File: config.mk
export PLATFORM = sky130hd
export DESIGN_NAME = multiset_bag_store_core
export DESIGN_NICKNAME = d
export VERILOG_FILES = /design/src/rtl/mbs_pkg.sv /design/src/rtl/mbs_cell.sv /design/src/rtl/multiset_bag_store_core.sv
export SDC_FILE = /design/constraint.sdc
export NUM_CORES = 2
export LEC_CHECK = 0
export BUFFER_PORTS_ARGS = -buffer_cell sky130_fd_sc_hd__buf_4
export CAP_MARGIN = 25
export CORE_ASPECT_RATIO = 1.2
export CORE_MARGIN = 2
export CORE_UTILIZATION = 35
export CTS_BUF_LIST = sky130_fd_sc_hd__clkbuf_16
export DETAILED_ROUTE_END_ITERATION = 10
export REMOVE_ABC_BUFFERS = 1
export SLEW_MARGIN = 10
export SYNTH_ARGS = -nofsm -noshare
export SYNTH_HDL_FRONTEND = slang
export SYNTH_SLANG_ARGS = --single-unit
File: constraint.sdc
create_clock -name clk -period 6.1 [get_ports clk]
set_clock_uncertainty 0.2 [all_clocks]
set_input_delay 0.305 -clock clk [delete_from_list [all_inputs] [get_ports clk]]
set_output_delay 0.305 -clock clk [all_outputs]
set_load 0.02 [all_outputs]
File: src/rtl/mbs_pkg.sv
// ----------------------------------------------------------------------------
// mbs_pkg: shared types and constants for the multiset bag store
// Operation and status codes, beat layouts and the per-cell control bundle.
// ----------------------------------------------------------------------------
package mbs_pkg;

	localparam int unsigned CAPACITY_DEF    = 64;
	localparam int unsigned VALUE_WIDTH_DEF = 32;

	localparam int unsigned OP_W     = 2;
	localparam int unsigned IN_VAL_W = 32;
	localparam int unsigned STATUS_W = 2;
	localparam int unsigned RES_W    = 7;

	localparam int unsigned S_TDATA_W = ((OP_W + IN_VAL_W + 7) / 8) * 8;
	localparam int unsigned M_TDATA_W = ((STATUS_W + 2 * RES_W + 7) / 8) * 8;

	typedef enum logic [OP_W-1:0] {
		OP_INSERT    = 2'd0,
		OP_ERASE_ONE = 2'd1,
		OP_ERASE_ALL = 2'd2,
		OP_COUNT     = 2'd3
	} op_t;

	typedef enum logic [STATUS_W-1:0] {
		ST_DONE     = 2'd0,
		ST_FULL     = 2'd1,
		ST_NO_MATCH = 2'd2
	} status_t;

	typedef struct packed {
		logic load;
		logic shift;
		logic clear;
		logic write;
	} cell_ctrl_t;

endpackage

File: src/rtl/mbs_cell.sv
// ----------------------------------------------------------------------------
// mbs_cell: one slot of the bag store chain
// Holds one entry and its match flag; loads, compares, and shifts down from
// the next cell.
// ----------------------------------------------------------------------------
module mbs_cell #(
	parameter int unsigned VALUE_WIDTH = mbs_pkg::VALUE_WIDTH_DEF,
	parameter int unsigned CNT_W       = 7,
	parameter int unsigned INDEX       = 0
) (
	input  logic                   clk,
	input  logic                   arst_n,
	input  mbs_pkg::cell_ctrl_t    ctrl,
	input  logic [VALUE_WIDTH-1:0] key,
	input  logic [CNT_W-1:0]       fill,
	input  logic                   above,
	input  logic                   lowest,
	input  logic [VALUE_WIDTH-1:0] next_value,
	input  logic                   next_flag,
	output logic [VALUE_WIDTH-1:0] value,
	output logic                   flag
);
	import mbs_pkg::*;

	logic [VALUE_WIDTH-1:0] value_q;
	logic                   flag_q;
	logic                   occupied;
	logic                   at_tail;

	assign occupied = fill > CNT_W'(INDEX);
	assign at_tail  = fill == CNT_W'(INDEX);

	always_ff @(posedge clk) begin
		if (ctrl.write && at_tail) begin
			value_q <= key;
		end else if (ctrl.shift && above) begin
			value_q <= next_value;
		end
	end

	always_ff @(posedge clk or negedge arst_n) begin
		if (!arst_n) begin
			flag_q <= 1'b0;
		end else if (ctrl.load) begin
			flag_q <= occupied && (value_q == key);
		end else if (ctrl.shift && above) begin
			flag_q <= next_flag;
		end else if (ctrl.clear && lowest) begin
			flag_q <= 1'b0;
		end
	end

	assign value = value_q;
	assign flag  = flag_q;

endmodule

File: src/rtl/multiset_bag_store_core.sv
// ----------------------------------------------------------------------------
// multiset_bag_store_core: fixed-capacity multiset kept in insertion order
// Insert, erase-first, erase-all and count over a chain of entry cells.
// ----------------------------------------------------------------------------
// Insert: the result beat is registered in S_EXEC once the output is free.
// Erase and count: S_EXEC loads the match flags, then S_STEP removes or
// counts one match per cycle (erase-one at most one), then registers the result.
// One item in flight; the next beat is taken the cycle after the result is
// registered. An untaken result beat holds the next result until it leaves.
// Reset clears occupancy, match flags and the output beat; entries undefined.
module multiset_bag_store_core #(
	parameter int unsigned CAPACITY    = mbs_pkg::CAPACITY_DEF,
	parameter int unsigned VALUE_WIDTH = mbs_pkg::VALUE_WIDTH_DEF
) (
	input  logic                          clk,
	input  logic                          arst_n,
	input  logic                          s_tvalid,
	output logic                          s_tready,
	input  logic [mbs_pkg::S_TDATA_W-1:0] s_tdata,  // operation, value, zero pad
	output logic                          m_tvalid,
	input  logic                          m_tready,
	output logic [mbs_pkg::M_TDATA_W-1:0] m_tdata   // status, matches_res, occupancy
);
	import mbs_pkg::*;

	localparam int unsigned CNT_W = $clog2(CAPACITY + 1);

	typedef enum logic [1:0] {
		S_IDLE,
		S_EXEC,
		S_STEP
	} state_t;

	state_t                 state_q;
	op_t                    op_q;
	logic [VALUE_WIDTH-1:0] key_q;
	logic [CNT_W-1:0]       fill_q;
	logic [CNT_W-1:0]       cnt_q;
	logic                   m_tvalid_q;
	logic [M_TDATA_W-1:0]   m_tdata_q;

	cell_ctrl_t             ctrl;
	logic [CAPACITY-1:0]    flag_v;
	logic [CAPACITY-1:0]    low_v;
	logic [CAPACITY-1:0]    above_v;
	logic [VALUE_WIDTH-1:0] value_v [CAPACITY];
	logic                   out_free;
	logic                   full;
	logic                   is_erase;
	logic                   more;
	logic                   accept;
	logic                   res_load;

	assign accept   = s_tvalid && (state_q == S_IDLE);
	assign out_free = !m_tvalid_q || m_tready;
	assign full     = fill_q >= CNT_W'(CAPACITY);
	assign is_erase = (op_q == OP_ERASE_ONE) || (op_q == OP_ERASE_ALL);
	assign more     = (|flag_v) && !((op_q == OP_ERASE_ONE) && (cnt_q != '0));
	assign res_load = out_free && (((state_q == S_EXEC) && (op_q == OP_INSERT)) ||
		((state_q == S_STEP) && !more));

	assign low_v   = flag_v & (~flag_v + CAPACITY'(1));
	assign above_v = ~(low_v - CAPACITY'(1));

	always_comb begin
		ctrl = '0;
		unique case (state_q)
			S_IDLE: ;
			S_EXEC: begin
				if (op_q == OP_INSERT) begin
					ctrl.write = out_free && !full;
				end else begin
					ctrl.load = 1'b1;
				end
			end
			S_STEP: begin
				ctrl.shift = more && is_erase;
				ctrl.clear = more && (op_q == OP_COUNT);
			end
			default: ;
		endcase
	end

	for (genvar i = 0; i < CAPACITY; i++) begin : g_cell
		logic [VALUE_WIDTH-1:0] nv;
		logic                   nf;
		if (i == CAPACITY - 1) begin : g_end
			assign nv = value_v[i];
			assign nf = 1'b0;
		end else begin : g_mid
			assign nv = value_v[i+1];
			assign nf = flag_v[i+1];
		end
		mbs_cell #(
			.VALUE_WIDTH(VALUE_WIDTH),
			.CNT_W      (CNT_W),
			.INDEX      (i)
		) u_cell (
			.clk       (clk),
			.arst_n    (arst_n),
			.ctrl      (ctrl),
			.key       (key_q),
			.fill      (fill_q),
			.above     (above_v[i]),
			.lowest    (low_v[i]),
			.next_value(nv),
			.next_flag (nf),
			.value     (value_v[i]),
			.flag      (flag_v[i])
		);
	end

	always_ff @(posedge clk or negedge arst_n) begin
		if (!arst_n) begin
			state_q    <= S_IDLE;
			op_q       <= OP_INSERT;
			key_q      <= '0;
			fill_q     <= '0;
			cnt_q      <= '0;
			m_tvalid_q <= 1'b0;
			m_tdata_q  <= '0;
		end else begin
			if (m_tvalid_q && m_tready && !res_load) begin
				m_tvalid_q <= 1'b0;
			end
			unique case (state_q)
				S_IDLE: begin
					if (accept) begin
						op_q    <= op_t'(s_tdata[OP_W-1:0]);
						key_q   <= VALUE_WIDTH'(s_tdata[OP_W +: IN_VAL_W]);
						cnt_q   <= '0;
						state_q <= S_EXEC;
					end
				end
				S_EXEC: begin
					if (op_q != OP_INSERT) begin
						state_q <= S_STEP;
					end else if (out_free) begin
						m_tvalid_q <= 1'b1;
						m_tdata_q  <= M_TDATA_W'({RES_W'(full ? fill_q : fill_q + 1'b1),
							RES_W'(0), full ? ST_FULL : ST_DONE});
						if (!full) begin
							fill_q <= fill_q + 1'b1;
						end
						state_q <= S_IDLE;
					end
				end
				S_STEP: begin
					if (more) begin
						cnt_q <= cnt_q + 1'b1;
						if (is_erase) begin
							fill_q <= fill_q - 1'b1;
						end
					end else if (out_free) begin
						m_tvalid_q <= 1'b1;
						m_tdata_q  <= M_TDATA_W'({RES_W'(fill_q), RES_W'(cnt_q),
							(is_erase && (cnt_q == '0)) ? ST_NO_MATCH : ST_DONE});
						state_q    <= S_IDLE;
					end
				end
				default: state_q <= S_IDLE;
			endcase
		end
	end

	assign s_tready = (state_q == S_IDLE);
	assign m_tvalid = m_tvalid_q;
	assign m_tdata  = m_tdata_q;

	a_fill_bound: assert property (@(posedge clk) disable iff (!arst_n)
		fill_q <= CNT_W'(CAPACITY))
		else $error("occupancy above capacity");

	a_count_keeps_fill: assert property (@(posedge clk) disable iff (!arst_n)
		(state_q == S_STEP && op_q == OP_COUNT) |=> (fill_q == $past(fill_q)))
		else $error("count changed occupancy");

	a_erase_one_single: assert property (@(posedge clk) disable iff (!arst_n)
		(state_q == S_STEP && op_q == OP_ERASE_ONE) |-> (cnt_q <= CNT_W'(1)))
		else $error("erase-one removed more than one entry");

	a_no_flags_idle: assert property (@(posedge clk) disable iff (!arst_n)
		(state_q == S_STEP && !more && op_q == OP_ERASE_ALL) |-> (flag_v == '0))
		else $error("erase-all left a match behind");

endmodule
==> results by group <==
Status
  • Status: finished clean

Logic synthesis
  • Synth async-reset ratio: 0.0601
  • Ys flop type: edfxtp_1
  • Yosys cell types: 80
  • Sequential cell area fraction in the yosys report: 0.550
  • Synth Instances: 9063
  • Mapped cell area: 118000 um2
  • EDFF count, synth: 2048
  • Syn. warnings: 0
  • Mapped Avg Cell Area: 13.0 um2
  • Count of state elements after synthesis: 2179

STA
  • Final Cycle Share: 0.794
  • Worst-margin pin slew: 1.19 ns
  • Post-layout min period: 4.84 ns
  • Unrepaired setup endpoints after global routing: no
  • Final hold violations: 0
  • Final setup viols: 0
  • Max Slew Vio Count: 0
  • Headroom to the max-slew limit: 0.196
  • Setup TNS: 0 ns
  • Max Freq: 0.207 GHz

Detailed routing
  • Post-route ant nets: 0
  • Via/cell ratio: 5.54
  • Total wire length: 385000 um
  • Via count: 75663
  • DRC Markers: 0
  • DRT Pass-1 Iters: 6
  • Initial DRC Count: 7931
  • DR WL/cell: 28.2 um

Worst setup path
  • Slowest CP cell: nor4_4
  • Critical-path cell list: or4_4 > nor4_4 > nand4_4 > or2_0 > or3_4 > nor3_4 > a311o_2 > nor3_2 > o21ai_2 > buf_4
  • Setup crit end kind: flip-flop
  • Crit-path max FO: 32
  • Worst path required time: 6.42 ns
  • Crit Reg-Reg Startpoint: g_cell[8].u_cell.flag$_DFFE_PN0P_
  • R2R cell count: 10
  • Critical path's largest stage delay: 0.75 ns
  • CP arrival: 5.17 ns
  • End of the worst register-to-register path: g_cell[62].u_cell.value[1]$_DFFE_PP_
  • Reg-to-reg slack, setup: 1.26 ns
  • CP Class: flip-flop to flip-flop
  • CP startpoint kind: flip-flop

Power and ir drop
  • Worst VDD drop: 571 uV
  • Total power: 0.0575 W
  • Power density over the cells: 435 nW/um2
  • Leak pwr: 43.7 nW

Floorplanning
  • Die H: 639 um
  • Die width: 533 um
  • Initial Util: 0.351
  • Die area: 341000 um2
  • Num rows: 233
  • Core Area: 335000 um2
  • IO Count: 62

Min path
  • Worst Hold Class: input pin to flip-flop
  • Hold Path End: m_tvalid$_DFF_PN0_
  • Min-delay src: m_tready
  • Min-Delay Path Depth: 5

Cells and area
  • Layout cells sized above 1: 0.276
  • Area grow syn2layout: 12.5%
  • Design Area, Final: 132000 um2
  • Nets: 9071

Global routing
  • First-pass GRT wire length: 553000 um
  • GRT overflow: 0
  • Largest net degree at the start of global routing: 71
  • Number of global-route vias before repair: 77323
  • Initial antenna violation count: 14
  • GRT Resource Usage Total: 0.219

Placed design
  • Gpl congestion: 0.960
  • Port Buffers: 55
  • DP Area: 124000 um2
  • Post-DP HPWL: 267000 um

Clocking
  • Worst-path clk slew: 0.07 ns
  • CTS tree: yes
  • H-tree depth: 4
  • CTS buffer count: 233
  • Clock Tree Buf Depth: 4
  • Root buf cell: clkbuf_16
  • Clk_lat worst skew: 0.93 ns
  • Post-CTS sizing: 0
  • Sink Count: 2179

Job
  • Total of max-cap violations: 0
[stage by stage]
| stage | hold WS (ns) | cells | worst slack [ns] | utilization |
|---|---|---|---|---|
| 6_report | 0.201 | 13669 | 1.26 | 0.395 |
| 3_3_place_gp | 0.0307 | 13127 | 1.44 | 0.369 |
| 3_5_place_dp | 0.0334 | 13134 | 1.43 | 0.370 |
| 5_1_grt | 0.196 | 13663 | 1.19 | 0.395 |
| 2_1_floorplan | -0.191 | 8291 | 0.423 | - |
| 4_1_cts | 0.147 | 13660 | 1.40 | 0.395 |
[registers in the layout (all words and copies together), names as in the netlist]
register	cells
m_tvalid	1
key_q	32
g_cell.u_cell.flag	64
g_cell.u_cell.value	2048
m_tdata	16
cnt_q	7
op_q	2
fill_q	7
state_q	2
[power by group]
| group | switching, W | internal [W] |
|---|---|---|
| clock | 0.00616 | 0.00789 |
| combinational | 0.0144 | 0.00751 |
| sequential | 0.00290 | 0.0187 |
[how the worst max path moves through the flow]
stage | start | endpoint | slack, ns
after global routing | g_cell[8].u_cell.flag$_DFFE_PN0P_ | g_cell[54].u_cell.value[3]$_DFFE_PP_ | 1.19
after floorplan | cnt_q[0]$_DFFE_PN0P_ | g_cell[17].u_cell.value[0]$_DFFE_PP_ | 0.42
final | g_cell[8].u_cell.flag$_DFFE_PN0P_ | g_cell[62].u_cell.value[1]$_DFFE_PP_ | 1.26
after detailed placement | g_cell[8].u_cell.flag$_DFFE_PN0P_ | g_cell[61].u_cell.value[1]$_DFFE_PP_ | 1.43
after CTS | g_cell[8].u_cell.flag$_DFFE_PN0P_ | g_cell[61].u_cell.value[12]$_DFFE_PP_ | 1.40
after global placement | g_cell[8].u_cell.flag$_DFFE_PN0P_ | g_cell[62].u_cell.value[16]$_DFFE_PP_ | 1.44
[area by class of cell]
cell class | instances | area [um2]
multi-input combinational | 6076 | 50100
fill | 31549 | 203000
inverter | 36 | 143
timing repair buffer | 487 | 4330
clock inverter | 183 | 1400
sequential | 2179 | 64900
antenna | 7 | 17.5
clock buffer | 236 | 5910
tap | 4465 | 5590
[cells by family after synthesis]
logic type	after synthesis	synth area share
flops	2179	0.550
xor+xnor	2044	0.152
mux	1735	0.166
simple gates	1567	0.0686
buf+inv	808	0.0261
compound gates	716	0.0353
fa+ha+maj	14	0.00149
[synthesized netlist by cell type, types with 8 or more instances]
| library cell | instances | area [um2] |
|---|---|---|
| dfrtp_1 | 131 | 3280 |
| nand2b_1 | 14 | 87.6 |
| or3_1 | 17 | 106 |
| a2111oi_0 | 17 | 149 |
| nor2b_1 | 10 | 62.6 |
| and3_1 | 12 | 75.1 |
| nand2_1 | 537 | 2020 |
| buf_1 | 134 | 503 |
| ha_1 | 14 | 175 |
| a31oi_1 | 25 | 156 |
| nor3_1 | 68 | 340 |
| xnor2_1 | 1239 | 10900 |
| a211oi_1 | 10 | 75.1 |
| o21ai_0 | 453 | 2270 |
| and2_1 | 11 | 68.8 |
| clkinv_1 | 8 | 30.0 |
| a21oi_1 | 65 | 325 |
| o2111ai_1 | 13 | 114 |
| clkbuf_1 | 618 | 2320 |
| nand3_1 | 68 | 340 |
| a22o_1 | 9 | 78.8 |
| or4_1 | 20 | 150 |
| nor4_1 | 267 | 1670 |
| edfxtp_1 | 2048 | 61500 |
| buf_2 | 18 | 90.1 |
| o221ai_1 | 8 | 70.1 |
| mux2_2 | 1732 | 19500 |
| xor2_1 | 805 | 7050 |
| o31ai_1 | 13 | 97.6 |
| inv_1 | 28 | 105 |
| o211ai_1 | 13 | 97.6 |
| a22oi_1 | 15 | 113 |
| or2_2 | 10 | 62.6 |
| o22ai_1 | 22 | 138 |
| nor2_1 | 135 | 507 |
| nand4_1 | 373 | 2330 |
[worst max-delay path, delay by kind of cell (launching register included)]
kind	cells	cell delay, ns
AO/OA/AOI/OAI	2	0.37
buffers and inverters	1	0.44
flip-flops	1	0.42
AND/OR/NAND/NOR	7	2.94
[metal layers]
layer  wire length, um  vias up  track usage
li1                  -    33137            -
met1            150000    38786        0.267
met2            190000     2921        0.381
met3             23900      811       0.0307
met4             20500        8        0.104
met5                53        -            0
[repair_timing]
action                     4_1_cts  5_1_grt
setup buffers                    0        0
hold endpoints to repair       173        0
setup endpoints to repair        0        0
hold buffers                   107        0
[cell usage in the layout (no fill, tap or decap), types with 12 or more instances in the layout]
master / instances
clkbuf_16: 236
clkinv_2: 35
buf_12: 34
o31ai_1: 12
edfxtp_1: 2048
dlygate4sd3_1: 106
or3_1: 17
a31oi_1: 25
o21ai_0: 429
xor2_1: 805
xnor2_1: 1239
nand2b_1: 13
a2111oi_0: 17
o2111ai_1: 13
a21oi_1: 65
nor2_1: 126
buf_4: 340
bufinv_16: 22
nand2_1: 535
o21ai_2: 25
nor4_1: 265
ha_1: 14
inv_1: 92
mux2_2: 1732
dfrtp_1: 99
o211ai_1: 13
and3_1: 12
dfrtp_4: 32
clkinv_1: 53
o22ai_1: 21
nand3_1: 63
nor3_1: 64
or4_1: 20
nand4_1: 373
a22oi_1: 15
No activity file was read; power rests on OpenSTA's default activity.
